$ cat src/hw/rtl/mode_gated_velocity_slew_limiter_core_defines.svh
// ----------------------------------------------------------------------------
// Slew limiter assertion macros
// Shared concurrent check forms, clocked on clk and held off during reset.
// ----------------------------------------------------------------------------
`ifndef MODE_GATED_VELOCITY_SLEW_LIMITER_CORE_DEFINES_SVH
`define MODE_GATED_VELOCITY_SLEW_LIMITER_CORE_DEFINES_SVH

// consequent must hold in the same cycle as the antecedent
`define MGVS_ASSERT_NOW(lbl, ante, cons) \
	lbl: assert property (@(posedge clk) disable iff (!arst_n) (ante) |-> (cons)) \
		else $error("slew limiter check failed");

// consequent must hold in the cycle after the antecedent
`define MGVS_ASSERT_NEXT(lbl, ante, cons) \
	lbl: assert property (@(posedge clk) disable iff (!arst_n) (ante) |=> (cons)) \
		else $error("slew limiter check failed");

`endif

$ cat src/hw/rtl/mgvs_pkg.sv
// ----------------------------------------------------------------------------
// Slew limiter package
// Widths, register indexes, flag codes and shared types.
// ----------------------------------------------------------------------------
package mgvs_pkg;

	localparam int VEL_W      = 16;
	localparam int RATIO_FRAC = 8;
	localparam int RATIO_W    = RATIO_FRAC + 1;
	localparam int STEP_W     = VEL_W - 1;
	localparam int TICK_W     = 16;
	localparam int FLAG_W     = 8;
	localparam int PROD_W     = VEL_W + RATIO_W + 1;
	localparam int CFG_IDX_W  = 2;
	localparam int CFG_DATA_W = 16;

	typedef enum logic [CFG_IDX_W-1:0] {
		CFG_SLOW_GAIN,
		CFG_LINEAR_STEP,
		CFG_ANGULAR_STEP,
		CFG_TIMEOUT_TICKS
	} cfg_idx_t;

	localparam logic [FLAG_W-1:0] FLAG_NORMAL = FLAG_W'(0);
	localparam logic [FLAG_W-1:0] FLAG_RED    = FLAG_W'(1);
	localparam logic [FLAG_W-1:0] FLAG_SLOW   = FLAG_W'(2);
	localparam logic [FLAG_W-1:0] FLAG_PED    = FLAG_W'(3);
	localparam logic [FLAG_W-1:0] FLAG_STOP   = FLAG_W'(4);

	localparam logic [RATIO_W-1:0] SLOW_GAIN_RST    = RATIO_W'(102);
	localparam logic [STEP_W-1:0]  LINEAR_STEP_RST  = STEP_W'(17);
	localparam logic [STEP_W-1:0]  ANGULAR_STEP_RST = STEP_W'(34);
	localparam logic [TICK_W-1:0]  TIMEOUT_RST      = TICK_W'(30);

	typedef struct packed {
		logic [RATIO_W-1:0] slow_gain;
		logic [STEP_W-1:0]  linear_step;
		logic [STEP_W-1:0]  angular_step;
		logic [TICK_W-1:0]  timeout_ticks;
	} cfg_t;

	typedef struct packed {
		logic signed [VEL_W-1:0] nav_linear;
		logic signed [VEL_W-1:0] nav_angular;
		logic                    flag_new;
		logic [FLAG_W-1:0]       safety_flag;
	} cmd_t;

	typedef struct packed {
		logic signed [VEL_W-1:0] lin;
		logic signed [VEL_W-1:0] ang;
	} target_t;

endpackage

$ cat src/hw/rtl/mgvs_if.sv
// ----------------------------------------------------------------------------
// Slew limiter channels
// Command channel and velocity result channel, valid/ready handshake.
// ----------------------------------------------------------------------------
interface mgvs_cmd_if;
	logic                                    valid;
	logic                                    ready;
	logic signed [mgvs_pkg::VEL_W-1:0]       nav_linear;
	logic signed [mgvs_pkg::VEL_W-1:0]       nav_angular;
	logic                                    flag_new;
	logic        [mgvs_pkg::FLAG_W-1:0]      safety_flag;

	modport source (output valid, nav_linear, nav_angular, flag_new, safety_flag,
		input ready);
	modport sink (input valid, nav_linear, nav_angular, flag_new, safety_flag,
		output ready);
endinterface

interface mgvs_vel_if;
	logic                                    valid;
	logic                                    ready;
	logic signed [mgvs_pkg::VEL_W-1:0]       out_linear;
	logic signed [mgvs_pkg::VEL_W-1:0]       out_angular;

	modport source (output valid, out_linear, out_angular, input ready);
	modport sink (input valid, out_linear, out_angular, output ready);
endinterface

$ cat src/hw/rtl/mgvs_mode_target.sv
// ----------------------------------------------------------------------------
// Slew limiter mode and target
// Tracks the held safety flag and its age, picks the per-axis target.
// ----------------------------------------------------------------------------
module mgvs_mode_target (
	input  logic                  clk,
	input  logic                  arst_n,
	input  logic                  adv,
	input  mgvs_pkg::cmd_t        cmd,
	input  mgvs_pkg::cfg_t        cfg,
	output mgvs_pkg::target_t     target
);

	logic [mgvs_pkg::FLAG_W-1:0] held_q, held_nx, mode;
	logic [mgvs_pkg::TICK_W-1:0] ticks_q, ticks_nx;

	// floor(v * ratio / 2^frac), clamped to the velocity range
	function automatic logic signed [mgvs_pkg::VEL_W-1:0] scale_slow(
		input logic signed [mgvs_pkg::VEL_W-1:0] v,
		input logic [mgvs_pkg::RATIO_W-1:0] ratio
	);
		logic signed [mgvs_pkg::PROD_W-1:0] p;
		logic signed [mgvs_pkg::PROD_W-1:0] sh;
		logic signed [mgvs_pkg::VEL_W-1:0]  r;
		p  = v * $signed({1'b0, ratio});
		sh = p >>> mgvs_pkg::RATIO_FRAC;
		if (sh[mgvs_pkg::PROD_W-1:mgvs_pkg::VEL_W-1] == '0 ||
			sh[mgvs_pkg::PROD_W-1:mgvs_pkg::VEL_W-1] == '1) begin
			r = sh[mgvs_pkg::VEL_W-1:0];
		end else if (sh[mgvs_pkg::PROD_W-1]) begin
			r = {1'b1, {(mgvs_pkg::VEL_W-1){1'b0}}};
		end else begin
			r = {1'b0, {(mgvs_pkg::VEL_W-1){1'b1}}};
		end
		return r;
	endfunction

	always_comb begin
		held_nx  = cmd.flag_new ? cmd.safety_flag : held_q;
		if (cmd.flag_new) begin
			ticks_nx = '0;
		end else if (ticks_q == '1) begin
			ticks_nx = ticks_q;
		end else begin
			ticks_nx = ticks_q + mgvs_pkg::TICK_W'(1);
		end
		mode = (ticks_nx > cfg.timeout_ticks) ? mgvs_pkg::FLAG_NORMAL : held_nx;
	end

	always_comb begin
		case (mode)
			mgvs_pkg::FLAG_RED, mgvs_pkg::FLAG_PED, mgvs_pkg::FLAG_STOP: begin
				target.lin = '0;
				target.ang = '0;
			end
			mgvs_pkg::FLAG_SLOW: begin
				target.lin = scale_slow(cmd.nav_linear, cfg.slow_gain);
				target.ang = scale_slow(cmd.nav_angular, cfg.slow_gain);
			end
			default: begin
				// normal and unknown codes pass the command through
				target.lin = cmd.nav_linear;
				target.ang = cmd.nav_angular;
			end
		endcase
	end

	always_ff @(posedge clk or negedge arst_n) begin
		if (!arst_n) begin
			held_q  <= mgvs_pkg::FLAG_NORMAL;
			ticks_q <= '0;
		end else if (adv) begin
			held_q  <= held_nx;
			ticks_q <= ticks_nx;
		end
	end

endmodule

$ cat src/hw/rtl/mgvs_slew.sv
// ----------------------------------------------------------------------------
// Slew limiter axis ramp
// Moves one axis toward its target by at most the given step.
// ----------------------------------------------------------------------------
module mgvs_slew (
	input  logic signed [mgvs_pkg::VEL_W-1:0]  cur,
	input  logic signed [mgvs_pkg::VEL_W-1:0]  target,
	input  logic        [mgvs_pkg::STEP_W-1:0] step,
	output logic signed [mgvs_pkg::VEL_W-1:0]  nxt
);

	logic signed [mgvs_pkg::VEL_W:0] cur_x, diff, stp, moved;
	logic                            near;

	always_comb begin
		cur_x = $signed({cur[mgvs_pkg::VEL_W-1], cur});
		diff  = $signed({target[mgvs_pkg::VEL_W-1], target}) - cur_x;
		stp   = $signed({{(mgvs_pkg::VEL_W+1-mgvs_pkg::STEP_W){1'b0}}, step});
		near  = (diff <= stp) && (diff >= -stp);
		// a far target keeps cur +/- step inside the range
		moved = (diff > 0) ? (cur_x + stp) : (cur_x - stp);
		nxt   = near ? target : moved[mgvs_pkg::VEL_W-1:0];
	end

endmodule

$ cat src/hw/rtl/mode_gated_velocity_slew_limiter_core.sv
// ----------------------------------------------------------------------------
// Mode-gated velocity slew limiter
// Safety-flag gated target selection followed by a two-axis slew limit.
//
//  channel | dir | handshake    | payload
//  cmd     | in  | valid/ready  | nav_linear, nav_angular, flag_new, safety_flag
//  vel     | out | valid/ready  | out_linear, out_angular
//
//  One item per cycle sustained while vel.ready is high.
//  Input register, then flag/target stage with the slow-mode multiply, then
//  the slew stage whose result register also holds the running output.
//  Reset clears the flag, tick counter and outputs; registers take defaults.
//  A stalled result holds; empty stages still take items while it waits.
// ----------------------------------------------------------------------------
`include "mode_gated_velocity_slew_limiter_core_defines.svh"

module mode_gated_velocity_slew_limiter_core (
	input  logic                              clk,
	input  logic                              arst_n,
	input  logic                              cfg_we,
	input  logic [mgvs_pkg::CFG_IDX_W-1:0]    cfg_index,
	input  logic [mgvs_pkg::CFG_DATA_W-1:0]   cfg_data,
	mgvs_cmd_if.sink                          cmd,
	mgvs_vel_if.source                        vel
);

	mgvs_pkg::cfg_t    cfg_q;
	mgvs_pkg::cmd_t    cmd_s1;
	mgvs_pkg::target_t tgt, tgt_s2;
	logic              s1_v, s2_v, out_v_q;
	logic              s1_rdy, s2_rdy, out_rdy;
	logic              adv_a, adv_b;
	logic signed [mgvs_pkg::VEL_W-1:0] lin_q, ang_q, lin_nx, ang_nx;
	logic signed [mgvs_pkg::VEL_W:0]   lin_move, ang_move;

	always_ff @(posedge clk or negedge arst_n) begin
		if (!arst_n) begin
			cfg_q.slow_gain     <= mgvs_pkg::SLOW_GAIN_RST;
			cfg_q.linear_step   <= mgvs_pkg::LINEAR_STEP_RST;
			cfg_q.angular_step  <= mgvs_pkg::ANGULAR_STEP_RST;
			cfg_q.timeout_ticks <= mgvs_pkg::TIMEOUT_RST;
		end else if (cfg_we) begin
			case (mgvs_pkg::cfg_idx_t'(cfg_index))
				mgvs_pkg::CFG_SLOW_GAIN:
					cfg_q.slow_gain <= cfg_data[mgvs_pkg::RATIO_W-1:0];
				mgvs_pkg::CFG_LINEAR_STEP:
					cfg_q.linear_step <= cfg_data[mgvs_pkg::STEP_W-1:0];
				mgvs_pkg::CFG_ANGULAR_STEP:
					cfg_q.angular_step <= cfg_data[mgvs_pkg::STEP_W-1:0];
				mgvs_pkg::CFG_TIMEOUT_TICKS:
					cfg_q.timeout_ticks <= cfg_data[mgvs_pkg::TICK_W-1:0];
				default: ;
			endcase
		end
	end

	// each stage takes an item when empty or when its own item moves on
	assign out_rdy   = !out_v_q || vel.ready;
	assign s2_rdy    = !s2_v || out_rdy;
	assign s1_rdy    = !s1_v || s2_rdy;
	assign cmd.ready = s1_rdy;
	assign adv_a     = s1_v && s2_rdy;
	assign adv_b     = s2_v && out_rdy;

	always_ff @(posedge clk or negedge arst_n) begin
		if (!arst_n) begin
			s1_v    <= 1'b0;
			s2_v    <= 1'b0;
			out_v_q <= 1'b0;
		end else begin
			if (s1_rdy) s1_v <= cmd.valid;
			if (s2_rdy) s2_v <= s1_v;
			if (out_rdy) out_v_q <= s2_v;
		end
	end

	always_ff @(posedge clk) begin
		if (cmd.valid && s1_rdy) begin
			cmd_s1.nav_linear  <= cmd.nav_linear;
			cmd_s1.nav_angular <= cmd.nav_angular;
			cmd_s1.flag_new    <= cmd.flag_new;
			cmd_s1.safety_flag <= cmd.safety_flag;
		end
		if (adv_a) tgt_s2 <= tgt;
	end

	mgvs_mode_target u_mode (
		.clk    (clk),
		.arst_n (arst_n),
		.adv    (adv_a),
		.cmd    (cmd_s1),
		.cfg    (cfg_q),
		.target (tgt)
	);

	mgvs_slew u_slew_lin (
		.cur    (lin_q),
		.target (tgt_s2.lin),
		.step   (cfg_q.linear_step),
		.nxt    (lin_nx)
	);

	mgvs_slew u_slew_ang (
		.cur    (ang_q),
		.target (tgt_s2.ang),
		.step   (cfg_q.angular_step),
		.nxt    (ang_nx)
	);

	// result register doubles as the running output of each axis
	always_ff @(posedge clk or negedge arst_n) begin
		if (!arst_n) begin
			lin_q <= '0;
			ang_q <= '0;
		end else if (adv_b) begin
			lin_q <= lin_nx;
			ang_q <= ang_nx;
		end
	end

	assign vel.valid       = out_v_q;
	assign vel.out_linear  = lin_q;
	assign vel.out_angular = ang_q;

	assign lin_move = $signed({lin_nx[mgvs_pkg::VEL_W-1], lin_nx})
		- $signed({lin_q[mgvs_pkg::VEL_W-1], lin_q});
	assign ang_move = $signed({ang_nx[mgvs_pkg::VEL_W-1], ang_nx})
		- $signed({ang_q[mgvs_pkg::VEL_W-1], ang_q});

	`MGVS_ASSERT_NEXT(a_s2_to_out, adv_b, vel.valid)
	`MGVS_ASSERT_NEXT(a_cmd_to_s1, cmd.valid && cmd.ready, s1_v)
	`MGVS_ASSERT_NOW(a_empty_s1_ready, !s1_v, cmd.ready)
	`MGVS_ASSERT_NOW(a_lin_bound, adv_b,
		(lin_move <= $signed({2'b00, cfg_q.linear_step}))
		&& (lin_move >= -$signed({2'b00, cfg_q.linear_step})))
	`MGVS_ASSERT_NOW(a_ang_bound, adv_b,
		(ang_move <= $signed({2'b00, cfg_q.angular_step}))
		&& (ang_move >= -$signed({2'b00, cfg_q.angular_step})))

endmodule

$ cat src/flat_wrapper.sv
// flat-port wrapper written by rule: the top's interface ports become plain ports
module mode_gated_velocity_slew_limiter_core_flat 
  (clk, arst_n, cfg_we, cfg_index, cfg_data, cmd_valid, cmd_nav_linear, cmd_nav_angular, cmd_flag_new, cmd_safety_flag, cmd_ready, vel_valid, vel_out_linear, vel_out_angular, vel_ready);
  mgvs_cmd_if cmd_i ();
  mgvs_vel_if vel_i ();
  input  logic clk;
  input  logic arst_n;
  input  logic cfg_we;
  input  logic [mgvs_pkg::CFG_IDX_W-1:0] cfg_index;
  input  logic [mgvs_pkg::CFG_DATA_W-1:0] cfg_data;
  input wire logic [$bits(cmd_i.valid)-1:0] cmd_valid;
  input wire logic [$bits(cmd_i.nav_linear)-1:0] cmd_nav_linear;
  input wire logic [$bits(cmd_i.nav_angular)-1:0] cmd_nav_angular;
  input wire logic [$bits(cmd_i.flag_new)-1:0] cmd_flag_new;
  input wire logic [$bits(cmd_i.safety_flag)-1:0] cmd_safety_flag;
  output wire logic [$bits(cmd_i.ready)-1:0] cmd_ready;
  output wire logic [$bits(vel_i.valid)-1:0] vel_valid;
  output wire logic [$bits(vel_i.out_linear)-1:0] vel_out_linear;
  output wire logic [$bits(vel_i.out_angular)-1:0] vel_out_angular;
  input wire logic [$bits(vel_i.ready)-1:0] vel_ready;
  assign cmd_i.valid = cmd_valid;
  assign cmd_i.nav_linear = cmd_nav_linear;
  assign cmd_i.nav_angular = cmd_nav_angular;
  assign cmd_i.flag_new = cmd_flag_new;
  assign cmd_i.safety_flag = cmd_safety_flag;
  assign cmd_ready = cmd_i.ready;
  assign vel_valid = vel_i.valid;
  assign vel_out_linear = vel_i.out_linear;
  assign vel_out_angular = vel_i.out_angular;
  assign vel_i.ready = vel_ready;
  mode_gated_velocity_slew_limiter_core u_core (.clk(clk), .arst_n(arst_n), .cfg_we(cfg_we), .cfg_index(cfg_index), .cfg_data(cfg_data), .cmd(cmd_i), .vel(vel_i));
endmodule
$ cat config.mk
export PLATFORM = sky130hd
export DESIGN_NAME = mode_gated_velocity_slew_limiter_core_flat
export DESIGN_NICKNAME = d
export VERILOG_FILES = /design/src/hw/rtl/mgvs_pkg.sv /design/src/hw/rtl/mgvs_if.sv /design/src/hw/rtl/mgvs_mode_target.sv /design/src/hw/rtl/mgvs_slew.sv /design/src/hw/rtl/mode_gated_velocity_slew_limiter_core.sv /design/src/flat_wrapper.sv
export VERILOG_INCLUDE_DIRS = /design/src /design/src/hw/rtl
export SDC_FILE = /design/constraint.sdc
export NUM_CORES = 1
export LEC_CHECK = 0
export CELL_PAD_IN_SITES_DETAIL_PLACEMENT = 1
export CELL_PAD_IN_SITES_GLOBAL_PLACEMENT = 2
export CORE_AREA = 2 2 238 240
export CTS_CLUSTER_DIAMETER = 30
export CTS_CLUSTER_SIZE = 20
export DETAILED_ROUTE_END_ITERATION = 16
export DIE_AREA = 0 0 240 242
export DONT_BUFFER_PORTS = 1
export PLACE_DENSITY_LB_ADDON = 0.08
export SYNTH_ARGS = -nofsm -noshare
export SYNTH_HDL_FRONTEND = slang
export SYNTH_SLANG_ARGS = --single-unit
$ cat constraint.sdc
create_clock -name clk -period 8.35 [get_ports clk]
set_input_delay 0.835 -clock clk [delete_from_list [all_inputs] [get_ports clk]]
set_output_delay 0.835 -clock clk [all_outputs]
set_load 0.03 [all_outputs]
======== Yosys cells after proc, flatten, opt, wreduce, memory -nomap -nowiden ========
Index checks and enable logic that the tools add are counted.
word-level totals
  output and inout port bits .............. 34
  register bits after elaboration ......... 187
  bits of input ports ..................... 64
cells by class
  add/subtract/negate cells ............... 9
  magnitude comparators ................... 7
  multiply operators ...................... 2
  reductions and logical operators ........ 21
  muxes and demuxes ....................... 13
  equal/unequal tests ..................... 10
operators by type and width
  operator                                                               number
  16-bit 2-to-1 mux                                                      10
  32-bit case mux with 2 select lines                                    1
  16-bit by 10-bit multiplier with 26-bit output                         2
  17-bit >= comparator                                                   2
  17-bit by 1-bit > comparator with 1-bit output, second input constant  2
  17-bit by 16-bit less-or-equal comparator with 1-bit output            2
  15-bit negator with 17-bit output                                      2
  16-bit by 16-bit subtractor with 17-bit output                         2
  16-bit adder                                                           2
  16-bit subtractor                                                      2
  11-bit == test, second input constant                                  2
  11-bit logical NOT                                                     2
  16-bit by 1-bit adder with 16-bit output, second input constant        1
  16-bit == test, second input constant                                  1
  8-bit by 2-bit == test with 1-bit output, second input constant        2
  16-bit > comparator                                                    1
  8-bit 2-to-1 mux                                                       2
  8-bit by 1-bit == test with 1-bit output, second input constant        1
  8-bit by 3-bit == test with 1-bit output, second input constant        1
  2-bit AND reduction                                                    4
  1-bit logical AND                                                      5
  1-bit logical OR                                                       5
  2-bit == test, second input constant                                   2
  1-bit logical NOT                                                      3
  3 further kinds                                                        3

======== Logic depth before layout (Yosys ltp) ========
  depth after elaboration ................. 8
  depth in mapped cells ................... 26
  gate-level depth less buffers ........... 25

======== Modules after synthesis ========
Synthesis repeated with hierarchy kept, for this count alone.
second synthesis, totals
  cell total of the unflattened synthesis .. 2555
  area total of the unflattened synthesis .. 24337.1 µm²
modules (own cells, without submodules)
  module                                 instances  cells an instance  sequential area each (µm²)  area each (µm²)
  mgvs_mode_target                       1          1467               600.6                       12687.2
  mgvs_slew                              2          409                0.0                         3000.4
  mode_gated_velocity_slew_limiter_core  1          270                4459.3                      5649.2

======== Worst setup path before layout ========
OpenSTA, ideal clock, no wires.
  kind .................................... register to register
  from .................................... reg u_core.cfg_q[48] (netlist bit)
  to ...................................... reg u_core.tgt_s2[7] (netlist bit), data pin
  required time ........................... 8.089 ns
  buffers on the path ..................... 2
  period minus slack after synthesis ...... 6.682 ns
  path slack .............................. 1.668 ns
  data arrival time ....................... 6.421 ns
  setup time .............................. 0.261 ns
  cell stages (with the launch flop) ...... 23
  cell sequence ........................... dfstp_2 > clkbuf_1 > nand2_1 > fa_1 > inv_1 > fa_1 > ha_1 > fa_1 > inv_1 > fa_1 > inv_1 > ha_1 > a2111oi_2 > o21ai_1 > a41o_1 > a311o_1 > a211o_1 > and4b_4 > nor4_2 > or2_1 > a21boi_2 > buf_6 > a221o_1
RTL lines
  what                  RTL line                                     source
  from (decl)           mode_gated_velocity_slew_limiter_core.sv:27  mgvs_pkg::cfg_t cfg_q;
  to (signal assigned)  mode_gated_velocity_slew_limiter_core.sv:84  if (adv_a) tgt_s2 <= tgt;
  to (decl)             mode_gated_velocity_slew_limiter_core.sv:29  mgvs_pkg::target_t tgt, tgt_s2;

==> flow_summary.toml <==
[drt]
wire_per_inst_um = 20.4
viasPerCell = 5.38
drtPass1Iterations = 5
top_layer = "met5"
via_count = 17700
met3_layer_wire_length_in_the_routed_design_um = 2030
wirelength_um = 67100
wl_met1_um = 30500
wl_met2_um = 33500
detailedRoute.firstIterationViolations = 717
postRouteAntennaNets = 0
drc = 0

[sta]
worst-slew-pin-transition_ns = 0.970
max_freq_ghz = 0.138
hold_viol_final = 0
rsz0062_at_grt = "no"
finalMaxSlewViolations = 0
finalCriticalPeriod_ns = 7.25
final.setup_skew_ns = 0.0240
fin_hold_ws_ns = 0.180
setup_viol = 0
period_utilization = 0.868
slew_headroom = 0.345
setup_total_negative_slack_ns = 0

[global_routing]
first_pass_grt_wire_length_um = 108000
globalRouteOverflowTotal = 0
track_usage = 0.243
antenna_found_initial = 4
via_count_of_the_first_global_routing_pass = 19600
grt_start_max_net_pins = 60

[run_status]
run_status = "complete, no violations"

[place]
buffer_ports.inserted = 0
placed_area_um2 = 24400
place.detailed.hpwl_um = 53600
globalplace.congestion = 0.822

[setup_path]
cpPeakStageDelay_ns = 0.83
rr_endpoint = "u_core.tgt_s2[4]"
start_kind = "flop"
worst-path-max-fanout = 24
timing.critical_path.required_ns = 8.60
path_cells = "nand2_1, fa_1, inv_1, fa_1, ha_1, fa_1, inv_1, fa_1, inv_1, ha_1, a2111oi_2, o21ai_1, a41o_1, a311o_1, a211o_1, and4b_4, nor4_2, or2_1, a21boi_2, a311o_2"
crit_start = "u_core.cfg_q[47]"
cp_data_arrival_time_ns = 7.50
r2r_setup_slack_ns = 1.10
timing_worst_setup_path_type = "reg2reg"
timing.critical_path.slowest_stage_cell = "sky130_fd_sc_hd__dfstp_2"
timing.reg2reg.worst_path_depth = 20
worst_setup_path_end_kind = "flop"
crit_path_frequent_cell = "sky130_fd_sc_hd__fa_1"
r2r-start = "u_core.cfg_q[47]"

[clock_tree]
clock_tree.root_cell = "sky130_fd_sc_hd__clkbuf_16"
cts_tree = "done"
post_cts_resize_count = 0
path_clk_slew_ns = 0.08
clock_insertion_delay_worst_skew_ns = 0.50
cts_max_path_buffers = 2
maximum_level_of_the_cts_h_tree = 4
cts-buffers-inserted = 17
clock_sink_count = 187

[logic_synthesis]
synth_nets = 3131
post_synth_instance_area_um2 = 23700
synth_top_cell_area_share = 0.208
synthesis_stage_register_bit_count = 187
synth_flop_cell = "sky130_fd_sc_hd__dfrtp_1"
ys_warn_count = 0
synthCells = 2568
yosysSeqAreaShare = 0.213
synth-edff-count = 73
netlist.top_cell.by_area = "sky130_fd_sc_hd__fa_1"
synthTopCellsByArea = "sky130_fd_sc_hd__fa_1 21%, sky130_fd_sc_hd__ha_1 13%, sky130_fd_sc_hd__dfrtp_1 11%"
syn_area_per_cell_um2 = 9.24
postSynth.asyncResetShare = 0.610
netlist-cell-type-count = 83

[floorplanning]
design.portCount = 98
floorplan.initialDensity = 0.426
fp.dieH_um = 242
die_area_um2 = 58100
area_of_the_core_region_um2 = 55700
std_cell_rows = 87
fp.dieW_um = 240

[layout]
final_design_area_no_fill_um2 = 25100
most_common_cell_after_layout_fill_and_taps_aside = "sky130_fd_sc_hd__inv_1"
final_layout_size_suffix_gt1_frac = 0.0629
growth_of_design_area_from_synthesis_to_finish_pct = 5.73
num-nets-final = 3077
most-common-layout-cells = "426 x sky130_fd_sc_hd__inv_1, 286 x sky130_fd_sc_hd__nand2_1, 253 x sky130_fd_sc_hd__ha_1, 246 x sky130_fd_sc_hd__fa_1, 138 x sky130_fd_sc_hd__and2_1"

[run]
cap_violations = 0

[worst_hold_path]
holdCritPathClass = "in2async"
## through the flow
step / setup WS (ns) / std cells / util
after global routing: 0.650 / 3284 / 0.450
final: 1.10 / 3285 / 0.450
after CTS: 1.07 / 3283 / 0.450
after floorplan: 1.67 / 2568 / -
after detailed placement: 1.10 / 3248 / 0.439
after global placement: 1.24 / 3248 / 0.439
## flip-flops by register name, indices dropped and copies added (netlist names)
name / cells
u_core.s2_v: 1
u_core.cfg_q: 55
u_core.vel.valid: 1
u_core.u_mode.held_q: 8
u_core.s1_v: 1
u_core.u_mode.ticks_q: 16
u_core.vel.out_angular: 16
u_core.cmd_s1: 41
u_core.vel.out_linear: 16
u_core.tgt_s2: 32
## cells by family (layout without fill, tap and decap cells)
| group | count (synthesis) | after routing | synth area share |
|---|---|---|---|
| compound gates | 388 | 388 | 0.111 |
| xor+xnor | 153 | 153 | 0.0565 |
| fa+ha+maj | 499 | 499 | 0.341 |
| mux | 102 | 102 | 0.0466 |
| other cells | 0 | 2 | 0 |
| simple gates | 722 | 722 | 0.149 |
| buf+inv | 517 | 476 | 0.0825 |
| flops | 187 | 187 | 0.213 |
## cell type report
| class | count | area [um2] |
|---|---|---|
| sequential | 187 | 5060 |
| clock inverter | 9 | 87.6 |
| timing repair buffer | 18 | 180 |
| clock buffer | 23 | 489 |
| antenna | 2 | 5.00 |
| tap | 756 | 946 |
| fill | 6398 | 30600 |
| inverter | 426 | 1600 |
| multi-input combinational | 1864 | 16700 |
## Yosys cell counts, types with 6 or more instances
library cell               number
sky130_fd_sc_hd__inv_1        426
sky130_fd_sc_hd__nand2_1      287
sky130_fd_sc_hd__ha_1         253
sky130_fd_sc_hd__fa_1         246
sky130_fd_sc_hd__and2_1       139
sky130_fd_sc_hd__xnor2_1      118
sky130_fd_sc_hd__dfrtp_1      102
sky130_fd_sc_hd__nor2_1        97
sky130_fd_sc_hd__a21oi_1       86
sky130_fd_sc_hd__o21ai_0       85
sky130_fd_sc_hd__clkbuf_1      79
sky130_fd_sc_hd__edfxtp_1      73
sky130_fd_sc_hd__mux2_2        68
sky130_fd_sc_hd__nor3_1        35
sky130_fd_sc_hd__xor2_1        35
sky130_fd_sc_hd__mux2i_1       34
sky130_fd_sc_hd__nand3_1       32
sky130_fd_sc_hd__a21o_1        29
sky130_fd_sc_hd__nor2b_1       29
sky130_fd_sc_hd__o211ai_1      27
sky130_fd_sc_hd__o21a_1        26
sky130_fd_sc_hd__nand4_1       23
sky130_fd_sc_hd__o31ai_1       16
sky130_fd_sc_hd__or3_1         16
sky130_fd_sc_hd__nand2b_1      13
sky130_fd_sc_hd__a221o_1       12
sky130_fd_sc_hd__dfstp_2       12
sky130_fd_sc_hd__a31oi_1       10
sky130_fd_sc_hd__o21bai_1      10
sky130_fd_sc_hd__a211oi_1       9
sky130_fd_sc_hd__and3_1         8
sky130_fd_sc_hd__o22ai_1        8
sky130_fd_sc_hd__nor4_1         7
sky130_fd_sc_hd__or2_2          7
sky130_fd_sc_hd__a211o_1        6
sky130_fd_sc_hd__and4_1         6
sky130_fd_sc_hd__buf_1          6
## layer usage
metal	GRT usage	up-vias
met2	0.421	216
met1	0.316	9042
met4	0.0583	2
li1	-	8363
met3	0.0366	62
met5	0	-
## worst max path at each step
stage	endpoint	depth (start not counted)
6_report	u_core.tgt_s2[4]	20
5_1_grt	u_core.tgt_s2[4]	19
4_1_cts	u_core.tgt_s2[4]	20
3_5_place_dp	u_core.tgt_s2[4]	20
3_3_place_gp	u_core.tgt_s2[4]	19
2_1_floorplan	u_core.tgt_s2[7]	22
## critical path: cells and delay by family (launching register included)
family / cells / cell delay (ns)
buf+inv: 3 / 0.16
flops: 1 / 0.83
simple gates: 4 / 0.97
compound gates: 7 / 2.37
fa+ha+maj: 6 / 2.68
## what timing repair did
item                                    in CTS  in global routing
hold buffers                                 3                  0
endpoints found under the hold margin       45                  0
endpoints found under the setup margin       0                  0
setup buffers                                0                  0
Power is not shown: default switching activity piles up to over one toggle a cycle in this logic, so the estimate is an artifact.
